$ cat config.mk
export PLATFORM = sky130hd
export DESIGN_NAME = morse_code_timing_decoder
export DESIGN_NICKNAME = d
export VERILOG_FILES = /design/src/rtl/core/mctd_pkg.sv /design/src/rtl/core/mctd_lut.sv /design/src/rtl/core/mctd_core.sv /design/src/rtl/core/mctd_fifo.sv /design/src/rtl/core/morse_code_timing_decoder.sv
export SDC_FILE = /design/constraint.sdc
export NUM_CORES = 1
export LEC_CHECK = 0
export ABC_CLOCK_PERIOD_IN_PS = 9000
export BUFFER_PORTS_ARGS = -buffer_cell sky130_fd_sc_hd__clkbuf_2
export CAP_MARGIN = 40
export CORE_ASPECT_RATIO = 1.4
export CORE_MARGIN = 4
export CORE_UTILIZATION = 41
export DETAILED_ROUTE_END_ITERATION = 10
export GPL_ROUTABILITY_DRIVEN = 0
export SYNTH_ARGS = -nofsm -noshare
export SYNTH_HDL_FRONTEND = slang
export SYNTH_SLANG_ARGS = --single-unit
$ cat constraint.sdc
create_clock -name clock -period 9 [get_ports clock]
set_input_delay 0.9 -clock clock [delete_from_list [all_inputs] [get_ports clock]]
set_output_delay 0.9 -clock clock [all_outputs]
set_load 0.005 [all_outputs]
$ cat src/rtl/core/mctd_pkg.sv
// ----------------------------------------------------------------------------
// mctd_pkg
// Shared types and constants for the Morse key timing decoder.
// ----------------------------------------------------------------------------
package mctd_pkg;

   localparam int unsigned CHAR_W      = 14;
   localparam int unsigned TIME_W      = 32;
   localparam int unsigned DOT_W       = 16;
   localparam int unsigned CODE_W      = 8;
   localparam int unsigned COUNT_W     = 4;
   localparam int unsigned CSR_INDEX_W = 2;

   // result queue depth, and the largest number of results one item causes
   localparam int unsigned QUEUE_DEPTH   = 8;
   localparam int unsigned QUEUE_PTR_W   = $clog2(QUEUE_DEPTH);
   localparam int unsigned QUEUE_CNT_W   = $clog2(QUEUE_DEPTH + 1);
   localparam int unsigned MAX_RESULTS   = 2;

   // configuration register indexes
   localparam logic [CSR_INDEX_W-1:0] CSR_DOT_THRESHOLD = 2'd0;
   localparam logic [CSR_INDEX_W-1:0] CSR_JAPANESE_MODE = 2'd1;

   localparam logic [DOT_W-1:0]   DOT_THRESHOLD_RESET = 16'd100;
   localparam logic [DOT_W-1:0]   DOT_LENGTH_RESET    = 16'd100;
   localparam logic [CODE_W-1:0]  CODE_MARKER         = 8'h01;
   localparam logic [COUNT_W-1:0] MAX_ELEMENTS        = 4'd8;

   localparam logic [CHAR_W-1:0] CHAR_UNKNOWN  = 14'd42;
   localparam logic [CHAR_W-1:0] CHAR_SPACE_EN = 14'd32;
   localparam logic [CHAR_W-1:0] CHAR_SPACE_JP = 14'd12288;

   typedef struct packed {
      logic [CHAR_W-1:0] char_code;
      logic              is_space;
      logic              unknown_code;
      logic              last;
   } result_type;

   // results of one item, first in r0
   typedef struct packed {
      logic [1:0] count;
      result_type r0;
      result_type r1;
   } push_type;

endpackage

$ cat src/rtl/core/mctd_lut.sv
// ----------------------------------------------------------------------------
// mctd_lut
// Code table: maps an element code to an English or Wabun code point.
// ----------------------------------------------------------------------------
module mctd_lut (
   input  logic [mctd_pkg::CODE_W-1:0] code,
   input  logic                        japanese_mode,
   output logic [mctd_pkg::CHAR_W-1:0] char_code,
   output logic                        unknown_code
);

   logic [mctd_pkg::CHAR_W-1:0] en_char;
   logic                        en_hit;
   logic [mctd_pkg::CHAR_W-1:0] jp_char;
   logic                        jp_hit;

   always_comb begin
      en_hit  = 1'b1;
      en_char = mctd_pkg::CHAR_UNKNOWN;
      case (code)
         8'h05: en_char = 14'd65;
         8'h18: en_char = 14'd66;
         8'h1A: en_char = 14'd67;
         8'h0C: en_char = 14'd68;
         8'h02: en_char = 14'd69;
         8'h12: en_char = 14'd70;
         8'h0E: en_char = 14'd71;
         8'h10: en_char = 14'd72;
         8'h04: en_char = 14'd73;
         8'h17: en_char = 14'd74;
         8'h0D: en_char = 14'd75;
         8'h14: en_char = 14'd76;
         8'h07: en_char = 14'd77;
         8'h06: en_char = 14'd78;
         8'h0F: en_char = 14'd79;
         8'h16: en_char = 14'd80;
         8'h1D: en_char = 14'd81;
         8'h0A: en_char = 14'd82;
         8'h08: en_char = 14'd83;
         8'h03: en_char = 14'd84;
         8'h09: en_char = 14'd85;
         8'h11: en_char = 14'd86;
         8'h0B: en_char = 14'd87;
         8'h19: en_char = 14'd88;
         8'h1B: en_char = 14'd89;
         8'h1C: en_char = 14'd90;
         8'h2F: en_char = 14'd49;
         8'h27: en_char = 14'd50;
         8'h23: en_char = 14'd51;
         8'h21: en_char = 14'd52;
         8'h20: en_char = 14'd53;
         8'h30: en_char = 14'd54;
         8'h38: en_char = 14'd55;
         8'h3C: en_char = 14'd56;
         8'h3E: en_char = 14'd57;
         8'h3F: en_char = 14'd48;
         8'h32: en_char = 14'd47;
         8'h4C: en_char = 14'd63;
         8'h73: en_char = 14'd44;
         8'h55: en_char = 14'd46;
         8'h5A: en_char = 14'd64;
         8'h36: en_char = 14'd40;
         8'h6D: en_char = 14'd41;
         default: en_hit = 1'b0;
      endcase
   end

   always_comb begin
      jp_hit  = 1'b1;
      jp_char = mctd_pkg::CHAR_UNKNOWN;
      case (code)
         8'h3B: jp_char = 14'd12450;
         8'h05: jp_char = 14'd12452;
         8'h09: jp_char = 14'd12454;
         8'h37: jp_char = 14'd12456;
         8'h28: jp_char = 14'd12458;
         8'h14: jp_char = 14'd12459;
         8'h34: jp_char = 14'd12461;
         8'h11: jp_char = 14'd12463;
         8'h1B: jp_char = 14'd12465;
         8'h1F: jp_char = 14'd12467;
         8'h35: jp_char = 14'd12469;
         8'h3A: jp_char = 14'd12471;
         8'h3D: jp_char = 14'd12473;
         8'h2E: jp_char = 14'd12475;
         8'h1E: jp_char = 14'd12477;
         8'h06: jp_char = 14'd12479;
         8'h12: jp_char = 14'd12481;
         8'h16: jp_char = 14'd12484;
         8'h2B: jp_char = 14'd12486;
         8'h24: jp_char = 14'd12488;
         8'h0A: jp_char = 14'd12490;
         8'h1A: jp_char = 14'd12491;
         8'h10: jp_char = 14'd12492;
         8'h1D: jp_char = 14'd12493;
         8'h13: jp_char = 14'd12494;
         8'h18: jp_char = 14'd12495;
         8'h39: jp_char = 14'd12498;
         8'h1C: jp_char = 14'd12501;
         8'h02: jp_char = 14'd12504;
         8'h0C: jp_char = 14'd12507;
         8'h19: jp_char = 14'd12510;
         8'h25: jp_char = 14'd12511;
         8'h03: jp_char = 14'd12512;
         8'h31: jp_char = 14'd12513;
         8'h32: jp_char = 14'd12514;
         8'h0B: jp_char = 14'd12516;
         8'h33: jp_char = 14'd12518;
         8'h07: jp_char = 14'd12520;
         8'h08: jp_char = 14'd12521;
         8'h0E: jp_char = 14'd12522;
         8'h36: jp_char = 14'd12523;
         8'h0F: jp_char = 14'd12524;
         8'h15: jp_char = 14'd12525;
         8'h0D: jp_char = 14'd12527;
         8'h17: jp_char = 14'd12530;
         8'h2A: jp_char = 14'd12531;
         8'h2D: jp_char = 14'd12540;
         8'h04: jp_char = 14'd12443;
         8'h26: jp_char = 14'd12444;
         8'h2F: jp_char = 14'd49;
         8'h27: jp_char = 14'd50;
         8'h23: jp_char = 14'd51;
         8'h21: jp_char = 14'd52;
         8'h20: jp_char = 14'd53;
         8'h30: jp_char = 14'd54;
         8'h38: jp_char = 14'd55;
         8'h3C: jp_char = 14'd56;
         8'h3E: jp_char = 14'd57;
         8'h3F: jp_char = 14'd48;
         8'h4C: jp_char = 14'd63;
         8'h55: jp_char = 14'd46;
         8'h73: jp_char = 14'd44;
         default: jp_hit = 1'b0;
      endcase
   end

   assign char_code    = japanese_mode ? jp_char : en_char;
   assign unknown_code = japanese_mode ? !jp_hit : !en_hit;

endmodule

$ cat src/rtl/core/mctd_core.sv
// ----------------------------------------------------------------------------
// mctd_core
// Key timing state and per-sample decisions: classify tones, build the
// element code, emit characters and word spaces.
// ----------------------------------------------------------------------------
module mctd_core (
   input  logic                             clock,
   input  logic                             reset,
   input  logic                             item_valid,
   input  logic                             key_level,
   input  logic [mctd_pkg::TIME_W-1:0]      now_ms,
   input  logic [mctd_pkg::DOT_W-1:0]       dot_threshold_ms,
   input  logic                             japanese_mode,
   output mctd_pkg::push_type               push
);

   logic                           previous_level_ff, previous_level_in;
   logic [mctd_pkg::TIME_W-1:0]    tone_start_ff, tone_start_in;
   logic [mctd_pkg::TIME_W-1:0]    silence_start_ff, silence_start_in;
   logic [mctd_pkg::DOT_W-1:0]     dot_length_ff, dot_length_in;
   logic [mctd_pkg::CODE_W-1:0]    element_code_ff, element_code_in;
   logic [mctd_pkg::COUNT_W-1:0]   element_count_ff, element_count_in;
   logic                           space_pending_ff, space_pending_in;

   logic [mctd_pkg::TIME_W-1:0]    tone_ms;
   logic [mctd_pkg::TIME_W-1:0]    quiet_ms;
   logic [mctd_pkg::DOT_W+1:0]     dot3_ms;
   logic [mctd_pkg::DOT_W+2:0]     dot7_ms;
   logic                           rise, fall, steady_high;
   logic                           is_dash;
   logic [mctd_pkg::COUNT_W-1:0]   count_inc;
   logic                           emit_char, emit_space;
   logic [mctd_pkg::CHAR_W-1:0]    lut_char;
   logic                           lut_unknown;
   mctd_pkg::result_type           char_res, space_res;

   mctd_lut u_lut (
      .code          (element_code_ff),
      .japanese_mode (japanese_mode),
      .char_code     (lut_char),
      .unknown_code  (lut_unknown)
   );

   assign tone_ms  = now_ms - tone_start_ff;
   assign quiet_ms = now_ms - silence_start_ff;
   assign dot3_ms  = ({2'b00, dot_length_ff} << 1) + {2'b00, dot_length_ff};
   assign dot7_ms  = ({3'b000, dot_length_ff} << 3) - {3'b000, dot_length_ff};

   assign rise        = item_valid &&  key_level && !previous_level_ff;
   assign fall        = item_valid && !key_level &&  previous_level_ff;
   assign steady_high = item_valid &&  key_level &&  previous_level_ff;

   assign is_dash   = !(tone_ms < {16'd0, dot_threshold_ms});
   assign count_inc = element_count_ff + 4'd1;

   assign emit_char  = steady_high && (element_count_ff != '0)
                       && (quiet_ms > {14'd0, dot3_ms});
   assign emit_space = steady_high && (emit_char || space_pending_ff)
                       && (quiet_ms > {13'd0, dot7_ms});

   always_comb begin
      previous_level_in = previous_level_ff;
      tone_start_in     = tone_start_ff;
      silence_start_in  = silence_start_ff;
      dot_length_in     = dot_length_ff;
      element_code_in   = element_code_ff;
      element_count_in  = element_count_ff;
      space_pending_in  = space_pending_ff;

      if (item_valid) begin
         previous_level_in = key_level;
      end
      if (rise) begin
         silence_start_in = now_ms;
         if (!is_dash) begin
            dot_length_in = tone_ms[mctd_pkg::DOT_W-1:0];
         end
         // too many elements: drop the partial code
         if (count_inc > mctd_pkg::MAX_ELEMENTS) begin
            element_code_in  = mctd_pkg::CODE_MARKER;
            element_count_in = '0;
         end else begin
            element_code_in  = {element_code_ff[mctd_pkg::CODE_W-2:0], is_dash};
            element_count_in = count_inc;
         end
      end
      if (fall) begin
         tone_start_in = now_ms;
      end
      if (emit_char) begin
         element_code_in  = mctd_pkg::CODE_MARKER;
         element_count_in = '0;
         space_pending_in = 1'b1;
      end
      if (emit_space) begin
         space_pending_in = 1'b0;
      end
   end

   always_comb begin
      char_res.char_code    = lut_char;
      char_res.is_space     = 1'b0;
      char_res.unknown_code = lut_unknown;
      char_res.last         = !emit_space;

      space_res.char_code    = japanese_mode ? mctd_pkg::CHAR_SPACE_JP
                                             : mctd_pkg::CHAR_SPACE_EN;
      space_res.is_space     = 1'b1;
      space_res.unknown_code = 1'b0;
      space_res.last         = 1'b1;

      push.count = {1'b0, emit_char} + {1'b0, emit_space};
      push.r0    = emit_char ? char_res : space_res;
      push.r1    = space_res;
   end

   always_ff @(posedge clock) begin
      if (reset) begin
         previous_level_ff <= 1'b1;
         tone_start_ff     <= '0;
         silence_start_ff  <= '0;
         dot_length_ff     <= mctd_pkg::DOT_LENGTH_RESET;
         element_code_ff   <= mctd_pkg::CODE_MARKER;
         element_count_ff  <= '0;
         space_pending_ff  <= 1'b0;
      end else begin
         previous_level_ff <= previous_level_in;
         tone_start_ff     <= tone_start_in;
         silence_start_ff  <= silence_start_in;
         dot_length_ff     <= dot_length_in;
         element_code_ff   <= element_code_in;
         element_count_ff  <= element_count_in;
         space_pending_ff  <= space_pending_in;
      end
   end

endmodule

$ cat src/rtl/core/mctd_fifo.sv
// ----------------------------------------------------------------------------
// mctd_fifo
// Result queue: takes up to two results a cycle, hands out one per cycle while popped.
// ----------------------------------------------------------------------------
module mctd_fifo (
   input  logic                               clock,
   input  logic                               reset,
   input  mctd_pkg::push_type                 push,
   input  logic                               pop,
   output logic                               out_valid,
   output mctd_pkg::result_type               out_data,
   output logic [mctd_pkg::QUEUE_CNT_W-1:0]   count
);

   mctd_pkg::result_type                 entry_ff [mctd_pkg::QUEUE_DEPTH];
   logic [mctd_pkg::QUEUE_PTR_W-1:0]     wr_ptr_ff, wr_ptr_in;
   logic [mctd_pkg::QUEUE_PTR_W-1:0]     rd_ptr_ff, rd_ptr_in;
   logic [mctd_pkg::QUEUE_CNT_W-1:0]     count_ff, count_in;
   logic [mctd_pkg::QUEUE_PTR_W-1:0]     wr_ptr_next;
   logic [mctd_pkg::QUEUE_PTR_W-1:0]     ptr_one;
   logic                                 do_pop;

   assign ptr_one     = {{(mctd_pkg::QUEUE_PTR_W-1){1'b0}}, 1'b1};
   assign out_valid   = (count_ff != '0);
   assign out_data    = entry_ff[rd_ptr_ff];
   assign count       = count_ff;
   assign do_pop      = pop && out_valid;
   assign wr_ptr_next = wr_ptr_ff + ptr_one;

   always_comb begin
      wr_ptr_in = wr_ptr_ff + {{(mctd_pkg::QUEUE_PTR_W-2){1'b0}}, push.count};
      rd_ptr_in = do_pop ? rd_ptr_ff + ptr_one : rd_ptr_ff;
      count_in  = count_ff + {{(mctd_pkg::QUEUE_CNT_W-2){1'b0}}, push.count}
                  - {{(mctd_pkg::QUEUE_CNT_W-1){1'b0}}, do_pop};
   end

   always_ff @(posedge clock) begin
      if (reset) begin
         wr_ptr_ff <= '0;
         rd_ptr_ff <= '0;
         count_ff  <= '0;
      end else begin
         wr_ptr_ff <= wr_ptr_in;
         rd_ptr_ff <= rd_ptr_in;
         count_ff  <= count_in;
      end
   end

   always_ff @(posedge clock) begin
      if (push.count != 2'd0) begin
         entry_ff[wr_ptr_ff] <= push.r0;
      end
      if (push.count == 2'd2) begin
         entry_ff[wr_ptr_next] <= push.r1;
      end
   end

endmodule

$ cat src/rtl/core/morse_code_timing_decoder.sv
// ----------------------------------------------------------------------------
// morse_code_timing_decoder
// Decodes timestamped Morse key samples into English or Wabun characters
// and word spaces.
// ----------------------------------------------------------------------------
// Each accepted sample (key_level low = tone, now_ms = timestamp) lands in an
// input register; in the following cycle the decode logic updates the key
// timing state and pushes zero, one or two results (character, then word
// space) into an eight-entry result queue that drives the rsp_ port. A
// sample is accepted every cycle as long as the queue has room for the
// worst case of the sample in flight plus the new one: req_stall rises when
// queue occupancy plus two for an occupied input register exceeds six.
// Samples that cause no result therefore flow at one per cycle, and the
// first result of a sample passes the input register and is written into
// the result queue before it is shown on rsp_. A
// result is shown on rsp_ until taken; req_ and rsp_ never wait on each
// other combinationally. Configuration writes are always taken (csr_ready
// is tied high) and must only happen while the block is idle; writes to an
// unknown index are dropped.
// ----------------------------------------------------------------------------
module morse_code_timing_decoder (
   input  logic                                 clock,
   input  logic                                 reset,

   input  logic                                 req_valid,
   output logic                                 req_stall,
   input  logic                                 req_key_level,
   input  logic [mctd_pkg::TIME_W-1:0]          req_now_ms,

   output logic                                 rsp_valid,
   input  logic                                 rsp_stall,
   output logic [mctd_pkg::CHAR_W-1:0]          rsp_char_code,
   output logic                                 rsp_is_space,
   output logic                                 rsp_unknown_code,
   output logic                                 rsp_last,

   input  logic                                 csr_valid,
   output logic                                 csr_ready,
   input  logic [mctd_pkg::CSR_INDEX_W-1:0]     csr_index,
   input  logic [mctd_pkg::DOT_W-1:0]           csr_wdata
);

   // configuration registers
   logic [mctd_pkg::DOT_W-1:0]         dot_threshold_ff;
   logic                               japanese_mode_ff;

   // input register
   logic                               stg_valid_ff, stg_valid_in;
   logic                               stg_level_ff;
   logic [mctd_pkg::TIME_W-1:0]        stg_now_ff;

   logic                               req_accept;
   logic                               rsp_accept;
   logic                               csr_write;
   mctd_pkg::push_type                 push;
   mctd_pkg::result_type               head;
   logic [mctd_pkg::QUEUE_CNT_W-1:0]   queue_count;
   logic [mctd_pkg::QUEUE_CNT_W:0]     queue_need;

   assign csr_ready  = 1'b1;
   assign csr_write  = csr_valid && csr_ready;
   assign req_accept = req_valid && !req_stall;
   assign rsp_accept = rsp_valid && !rsp_stall;

   // reserve room for the sample in the input register and the new one
   assign queue_need = {1'b0, queue_count}
                       + (stg_valid_ff ? (mctd_pkg::QUEUE_CNT_W+1)'(mctd_pkg::MAX_RESULTS)
                                       : '0);
   assign req_stall  = queue_need >
                       (mctd_pkg::QUEUE_CNT_W+1)'(mctd_pkg::QUEUE_DEPTH
                                                   - mctd_pkg::MAX_RESULTS);

   assign stg_valid_in = req_accept;

   always_ff @(posedge clock) begin
      if (reset) begin
         dot_threshold_ff <= mctd_pkg::DOT_THRESHOLD_RESET;
         japanese_mode_ff <= 1'b0;
         stg_valid_ff     <= 1'b0;
      end else begin
         stg_valid_ff <= stg_valid_in;
         if (csr_write) begin
            case (csr_index)
               mctd_pkg::CSR_DOT_THRESHOLD: dot_threshold_ff <= csr_wdata;
               mctd_pkg::CSR_JAPANESE_MODE: japanese_mode_ff <= csr_wdata[0];
               default: ;
            endcase
         end
      end
   end

   // hold the payload when nothing is taken
   always_ff @(posedge clock) begin
      if (req_accept) begin
         stg_level_ff <= req_key_level;
         stg_now_ff   <= req_now_ms;
      end
   end

   mctd_core u_core (
      .clock            (clock),
      .reset            (reset),
      .item_valid       (stg_valid_ff),
      .key_level        (stg_level_ff),
      .now_ms           (stg_now_ff),
      .dot_threshold_ms (dot_threshold_ff),
      .japanese_mode    (japanese_mode_ff),
      .push             (push)
   );

   mctd_fifo u_fifo (
      .clock     (clock),
      .reset     (reset),
      .push      (push),
      .pop       (rsp_accept),
      .out_valid (rsp_valid),
      .out_data  (head),
      .count     (queue_count)
   );

   assign rsp_char_code    = head.char_code;
   assign rsp_is_space     = head.is_space;
   assign rsp_unknown_code = head.unknown_code;
   assign rsp_last         = head.last;

   // queue never overflows
   a_queue_bound: assert property (@(posedge clock) disable iff (reset)
      queue_count <= mctd_pkg::QUEUE_CNT_W'(mctd_pkg::QUEUE_DEPTH))
      else $error("result queue overflow");

   // a double push is a character followed by the closing word space
   a_double_push: assert property (@(posedge clock) disable iff (reset)
      push.count == 2'd2 |-> !push.r0.is_space && !push.r0.last
                             && push.r1.is_space && push.r1.last)
      else $error("bad result pair");

   // results only come from a sample in the input register
   a_push_source: assert property (@(posedge clock) disable iff (reset)
      !stg_valid_ff |-> push.count == 2'd0)
      else $error("result without a sample");

   // nothing to show right after reset
   a_reset_empty: assert property (@(posedge clock)
      $past(reset) && !reset |-> !rsp_valid)
      else $error("result queue not empty after reset");

endmodule

==> flow_summary.toml, run 1 <==
[run_status]
outcome = "completed"

[clock_network]
cts_buffer_depth = 3
clk_pin_slew_ns = 0.07
cts_sinks = 254
post_cts_buffers = 0
ctsRootBufferMaster = "clkbuf_16"
cts.repair.resized = 0
cts_hold_buf = 0
cts_buffers = 29
htree_levels = 1
clk-insertion-delay-late_ns = 0.59
cts_tree = "done"

[timing]
finalHoldViolations = 0
timing.final.crit_share_pct = 80.13
drv_slew = 0
slew_headroom_pct = 40.21
rsz0062_at_grt = "false"
fin_worst_skew_ns = 0.02426
tns_ns = 0
post-route-min-period_ns = 7.211
finalSetupViolCount = 0
fmax_ghz = 0.1387
tightestPinTransition_ns = 0.8935

[final_layout]
syn2layout_area_growth_pct = 10.49
final_common_cell = "nand2_1"
drive_above_1_share_pct = 9.912
final_cell_mix = "nand2_1, a21oi_1, dfxtp_1"
final_cells = 2812
nNetsFinal = 2459
diodes = 0

[global_route]
grt_pass1_wl_um = 83790
grt_max_degree = 81
grt_pass1_vias = 16050
grtUsageMet1_pct = 24.77
top_usage_layer = "met2"
grt_antenna_before_repair = 0
grt_use_met2_pct = 38.93
overflow = 0
grtUsageMet3_pct = 2.189
grtUsageTotal_pct = 21.45

[synthesis]
synth_enable_flop_cells = 49
synth-warning-count = 0
yosysSeqAreaShare_pct = 31.04
synth_area_um2 = 17960
ys_ff_latch = 254
async_flop_share_pct = 0
syn_area_per_cell_um2 = 8.094
synth.distinct_cells = 97
synth-main-ff-cell = "dfxtp_1"
syn_inst = 2219

[route]
drt_iter0_drc = 1117
ant_nets = 0
drc_errors = 0
vias_per_cell = 5.798
num_vias = 16300
drt-total-wl_um = 52230
wl_per_cell_um = 18.57
dr.pass1.iters = 6

[flow_run]
maxCapViolations = 0

[worst_setup_path]
cp_max_fo = 19
setup.worst_path.end_class = "flip-flop"
slowest_delay_ns = 0.56
crit_slowest_cell = "o41ai_1"
crit_arrival_ns = 7.55
cp-start-kind = "flip-flop"
crit_type = "flip-flop to flip-flop"
cp_common_cell = "o21ai_0"
cp_data_required_time_ns = 9.34

[power]
comb_power_share_pct = 31.8
sw_frac_of_total_pct = 33.99
pwr-share-seq_pct = 34.7
p_leak_uw = 0.007513
power.density_nw_per_um2 = 187.2
p_int_uw = 2453
clock_power_share_pct = 33.5
p_sw_uw = 1263
vdd_ir_drop_max_mv = 0.1645

[die]
rows = 90
initial_core_util_pct = 41.53
core_um2 = 43240
io_pins = 76
fp.dieW_um = 184.9
die-area_um2 = 47260
die_y_um = 255.6

[place]
post-dp-hpwl_um = 39290
dp.cells = 2758
io_buffers = 70

[worst_hold_path]
hp-class = "flip-flop to flip-flop"
path summary, 6_finish.rpt:
| kind | startpoint | to | slack, ns | cells past startpoint |
|---|---|---|---|---|
| hold reg to reg | u_core.tone_start_ff[18] | u_core.tone_start_ff[18] | 0.45 | 2 |
| setup reg to reg | u_core.dot_length_ff[1] | u_fifo.entry_ff[0][15] | 1.79 | 28 |
| setup / recovery | u_core.dot_length_ff[1] | u_fifo.entry_ff[0][15] | 1.79 | 28 |
| hold / removal | u_core.tone_start_ff[18] | u_core.tone_start_ff[18] | 0.45 | 2 |
final cells by class:
class / instances / area (µm²)
clock buffers: 41 / 832.0
clock inverters: 13 / 171.4
fillers: 4282 / 23400
inverters: 141 / 529.3
multi-input cells: 1715 / 11430
flip-flops and latches: 254 / 5575
well taps: 552 / 690.7
repair buffers: 96 / 611.8
power by group through the flow:
stage	clock network, µW	registers [µW]	logic, µW
CTS	1280	1290	1190
floorplan	0	1290	874
detailed placement	0	1310	1180
finish	1240	1290	1180
global placement	0	1320	1150
global route	1330	1300	1330
state kept, by name (all words and copies together) (netlist names), named ones only:
name,count
u_core.dot_length_ff,16
u_fifo.entry_ff,96
dot_threshold_ff,16
stg_now_ff,32
stg_level_ff,1
u_fifo.rd_ptr_ff,3
japanese_mode_ff,1
u_fifo.wr_ptr_ff,3
u_fifo.count,4
u_core.element_count_ff,4
u_core.space_pending_ff,1
u_core.element_code_ff,8
stg_valid_ff,1
u_core.silence_start_ff,32
u_core.tone_start_ff,32
u_core.previous_level_ff,1
cells in the mapped netlist, drive strengths merged, types with 20 or more instances:
cell type | n | area, µm²
mux2i | 22 | 220.2
o22ai | 48 | 300.3
clkbuf | 85 | 319.1
o21ai | 141 | 716.9
xor2 | 27 | 236.5
inv | 140 | 525.5
edfxtp | 49 | 1471
nand3 | 95 | 475.5
nand4 | 20 | 125.1
nor2 | 134 | 503.0
mux4 | 24 | 540.5
ha | 161 | 2014
xnor2 | 50 | 437.9
nand2 | 316 | 1186
nand2b | 41 | 256.5
nor3 | 49 | 245.2
a21oi | 214 | 1075
dfxtp | 205 | 4104
buf | 27 | 157.6
a21o | 45 | 337.8
o21a | 24 | 180.2
nor2b | 36 | 227.7
worst max-delay path: cells and delay by family (launching register included):
| kind | cells | cell delay [ns] |
|---|---|---|
| compound gates | 14 | 2.92 |
| buf+inv | 3 | 0.49 |
| flops | 1 | 0.46 |
| xor+xnor | 1 | 0.20 |
| simple gates | 7 | 2.01 |
| fa+ha+maj | 3 | 0.89 |
through the flow:
stage | worst slack (ns) | total power, µW | hold slack [ns] | cell area [µm²] | util (%)
finish | 1.789 | 3715 | 0.4531 | 19840 | 45.89
global route | 1.311 | 3950 | 0.4707 | 19840 | 45.89
CTS | 1.806 | 3757 | 0.4548 | 19840 | 45.89
detailed placement | 1.828 | 2494 | 0.4463 | 18840 | 43.57
global placement | 1.934 | 2464 | 0.4416 | 18730 | 43.32
floorplan | 2.775 | 2165 | 0.4336 | 17970 | -
kinds of logic after synthesis:
family | count (synthesis) | share of synthesized area [%]
flops | 254 | 31.04
buf+inv | 253 | 5.601
simple gates | 772 | 20.27
xor+xnor | 77 | 3.755
compound gates | 634 | 22.34
mux | 61 | 5.176
other cells | 2 | 0.04182
fa+ha+maj | 166 | 11.77
routing by layer:
metal	wire, µm	vias to the layer above
met5	0	-
met4	2793	0
met3	2030	156
met2	26580	469
met1	20820	7666
li1	-	8013
(Power assumes the default switching activity.)
==> run 2, diff against run 1 <==
--- a/config.mk
+++ b/config.mk
@@ -5,7 +5,7 @@
 export SDC_FILE = /design/constraint.sdc
 export NUM_CORES = 1
 export LEC_CHECK = 0
-export ABC_CLOCK_PERIOD_IN_PS = 9000
+export ABC_CLOCK_PERIOD_IN_PS = 6050
 export BUFFER_PORTS_ARGS = -buffer_cell sky130_fd_sc_hd__clkbuf_2
 export CAP_MARGIN = 40
 export CORE_ASPECT_RATIO = 1.4
==> constraint.sdc (replaced) <==
create_clock -name clock -period 6.05 [get_ports clock]
set_input_delay 0.605 -clock clock [delete_from_list [all_inputs] [get_ports clock]]
set_output_delay 0.605 -clock clock [all_outputs]
set_load 0.005 [all_outputs]
==> run 2 against run 1 <==
Utilization up 1.1 points; sequential share of layout area decreased by 0.62 points; global-route usage up 0.48 points; cell area up 2.4%; first-iteration DRC count rose by 24%; largest cell class unchanged; non-clock buffer count rose by 42; power grew 49%.
==> flow_summary.toml, run 2 (synthesis results as in run 1) <==
[timing]
timing.final.crit_share_pct = 97.05
rsz0062_at_grt = "true"
holdWs_ns = 0.2049
fin_worst_skew_ns = 0.02913
finalHoldViolations = 0
slew_headroom_pct = 41.10
fmax_ghz = 0.1703
drv_slew = 0
tightestPinTransition_ns = 0.8743
post-route-min-period_ns = 5.872
finalSetupViolCount = 0

[global_route]
grt_pass1_vias = 16190
grt_max_degree = 64
overflow = 0
grtUsageTotal_pct = 21.92
grt_pass1_wl_um = 85270
grt_antenna_before_repair = 0

[die]
io_pins = 76
die-area_um2 = 47260
initial_core_util_pct = 41.53
fp.dieW_um = 184.9
die_y_um = 255.6
core_um2 = 43240
rows = 90

[flow_run]
maxCapViolations = 0

[route]
wl_met3_um = 2387
wl_met2_um = 27310
num_vias = 16590
wl_per_cell_um = 19.00
drt_iter0_drc = 1385
ant_nets = 0
drc_errors = 0
dr.pass1.iters = 6
drt-total-wl_um = 54170
vias_per_cell = 5.817
top_layer_used = "met4"
drt-met1-wl_um = 21800

[worst_hold_path]
hp-class = "primary input to flip-flop"

[worst_setup_path]
crit_type = "flip-flop to flip-flop"
slowest_delay_ns = 0.47
worst_path_dominant_cell_family = "compound AO/OA/AOI/OAI gates"
crit_slowest_cell = "a2111o_1"
path_buf_inv = 3
cp-start-kind = "flip-flop"
cp_common_cell = "a21oi_2"
crit_arrival_ns = 6.30
cp_data_required_time_ns = 6.47
cp_max_fo = 4
setup.worst_path.end_class = "flip-flop"

[place]
io_buffers = 70
dpl_cell_area_um2 = 19110
post-dp-hpwl_um = 40240
dp.cells = 2790

[final_layout]
multi_input_area_um2 = 11630
final_cells = 2851
drive_above_1_share_pct = 13.40
nNetsFinal = 2500
final_common_cell = "nand2_1"
stdcell_area_um2 = 20320
ff_latch_area_um2 = 5582
final_cell_mix = "nand2_1, a21oi_1, dfxtp_1"
top_register = "u_fifo.entry_ff"
syn2layout_area_growth_pct = 13.13
fill_cells = 4333
largest_reg_flops = 96
diodes = 0

[power]
power.density_nw_per_um2 = 271.8
vdd_ir_drop_max_mv = 0.2225
p_leak_uw = 0.007749

[clock_network]
cts_hold_buf = 0
cts_buffer_depth = 3
cts_tree = "done"
htree_levels = 1
cts_buffers = 28
clk-insertion-delay-late_ns = 0.58
cts_sinks = 254
ctsRootBufferMaster = "clkbuf_16"
clk_pin_slew_ns = 0.06

[run_status]
outcome = "completed"
-- run 2: cell count changes in the layout (fill, tap and decap cells not counted), moves of 5 or more --
| cell | previous run | this run |
|---|---|---|
| buf_4 | 22 | 62 |
| nor3_1 | 49 | 44 |
| a21oi_2 | 1 | 7 |
| ha_1 | 161 | 154 |
| o21ai_0 | 135 | 127 |
| a21oi_1 | 213 | 207 |
| o21ai_1 | 3 | 9 |
-- run 2: metrics by stage --
| step | setup WS, ns | util (%) | TNS (ns) | total power (µW) |
|---|---|---|---|---|
| final | 0.1783 | 46.99 | 0 | 5523 |
| after global routing | -0.2018 | 46.99 | -0.7482 | 5851 |
| after CTS | -0.1015 | 46.38 | -0.1015 | 5525 |
| after detailed placement | -0.05974 | 44.19 | -0.2224 | 3745 |
| after global placement | 0.05890 | 44.05 | 0 | 3693 |
| after floorplan | 0.01676 | - | 0 | 3221 |
-- run 2: final timing paths --
check	start	end	slack, ns	cells after the start
min	req_now_ms[30]	stg_now_ff[30]	0.20	1
max reg2reg	u_core.dot_length_ff[1]	u_fifo.count[3]	0.18	35
max	u_core.dot_length_ff[1]	u_fifo.count[3]	0.18	35
min reg2reg	u_core.tone_start_ff[23]	u_core.tone_start_ff[23]	0.45	2
-- run 2: worst reg2reg max path, delay by kind of cell (launching register included) --
family	cells	cell delay [ns]
compound gates	14	2.15
fa+ha+maj	6	1.45
simple gates	10	1.19
flops	1	0.37
buf+inv	3	0.28
xor+xnor	2	0.28
-- run 2: power by group --
part | internal, µW | switching (µW) | leakage [µW]
Combinational | 762 | 1080 | 0.00514
Sequential | 1830 | 90.0 | 0.00214
Clock | 1020 | 744 | 0.000465
Total | 3610 | 1920 | 0.00775
-- run 2: final cells by class --
type,instances,share of cell area (%)
sequential,254,27.47
multi-input combinational,1715,57.24
timing repair buffer,138,4.649
tap,552,3.399
inverter,141,2.617
clock inverter,13,0.6897
clock buffer,38,3.935
-- run 2: layer usage --
| metal | vias to the layer above | track usage (%) |
|---|---|---|
| met1 | 7808 | 26.32 |
| met5 | - | 0 |
| met3 | 167 | 2.147 |
| met2 | 519 | 39.47 |
| li1 | 8091 | - |
| met4 | 0 | 9.160 |
-- run 2: repair_timing --
action,4_1_cts,5_1_grt
gates resized for setup,2,50
pin swaps,0,32
setup endpoints to repair,5,117
setup buffers,0,10
cloned,0,0
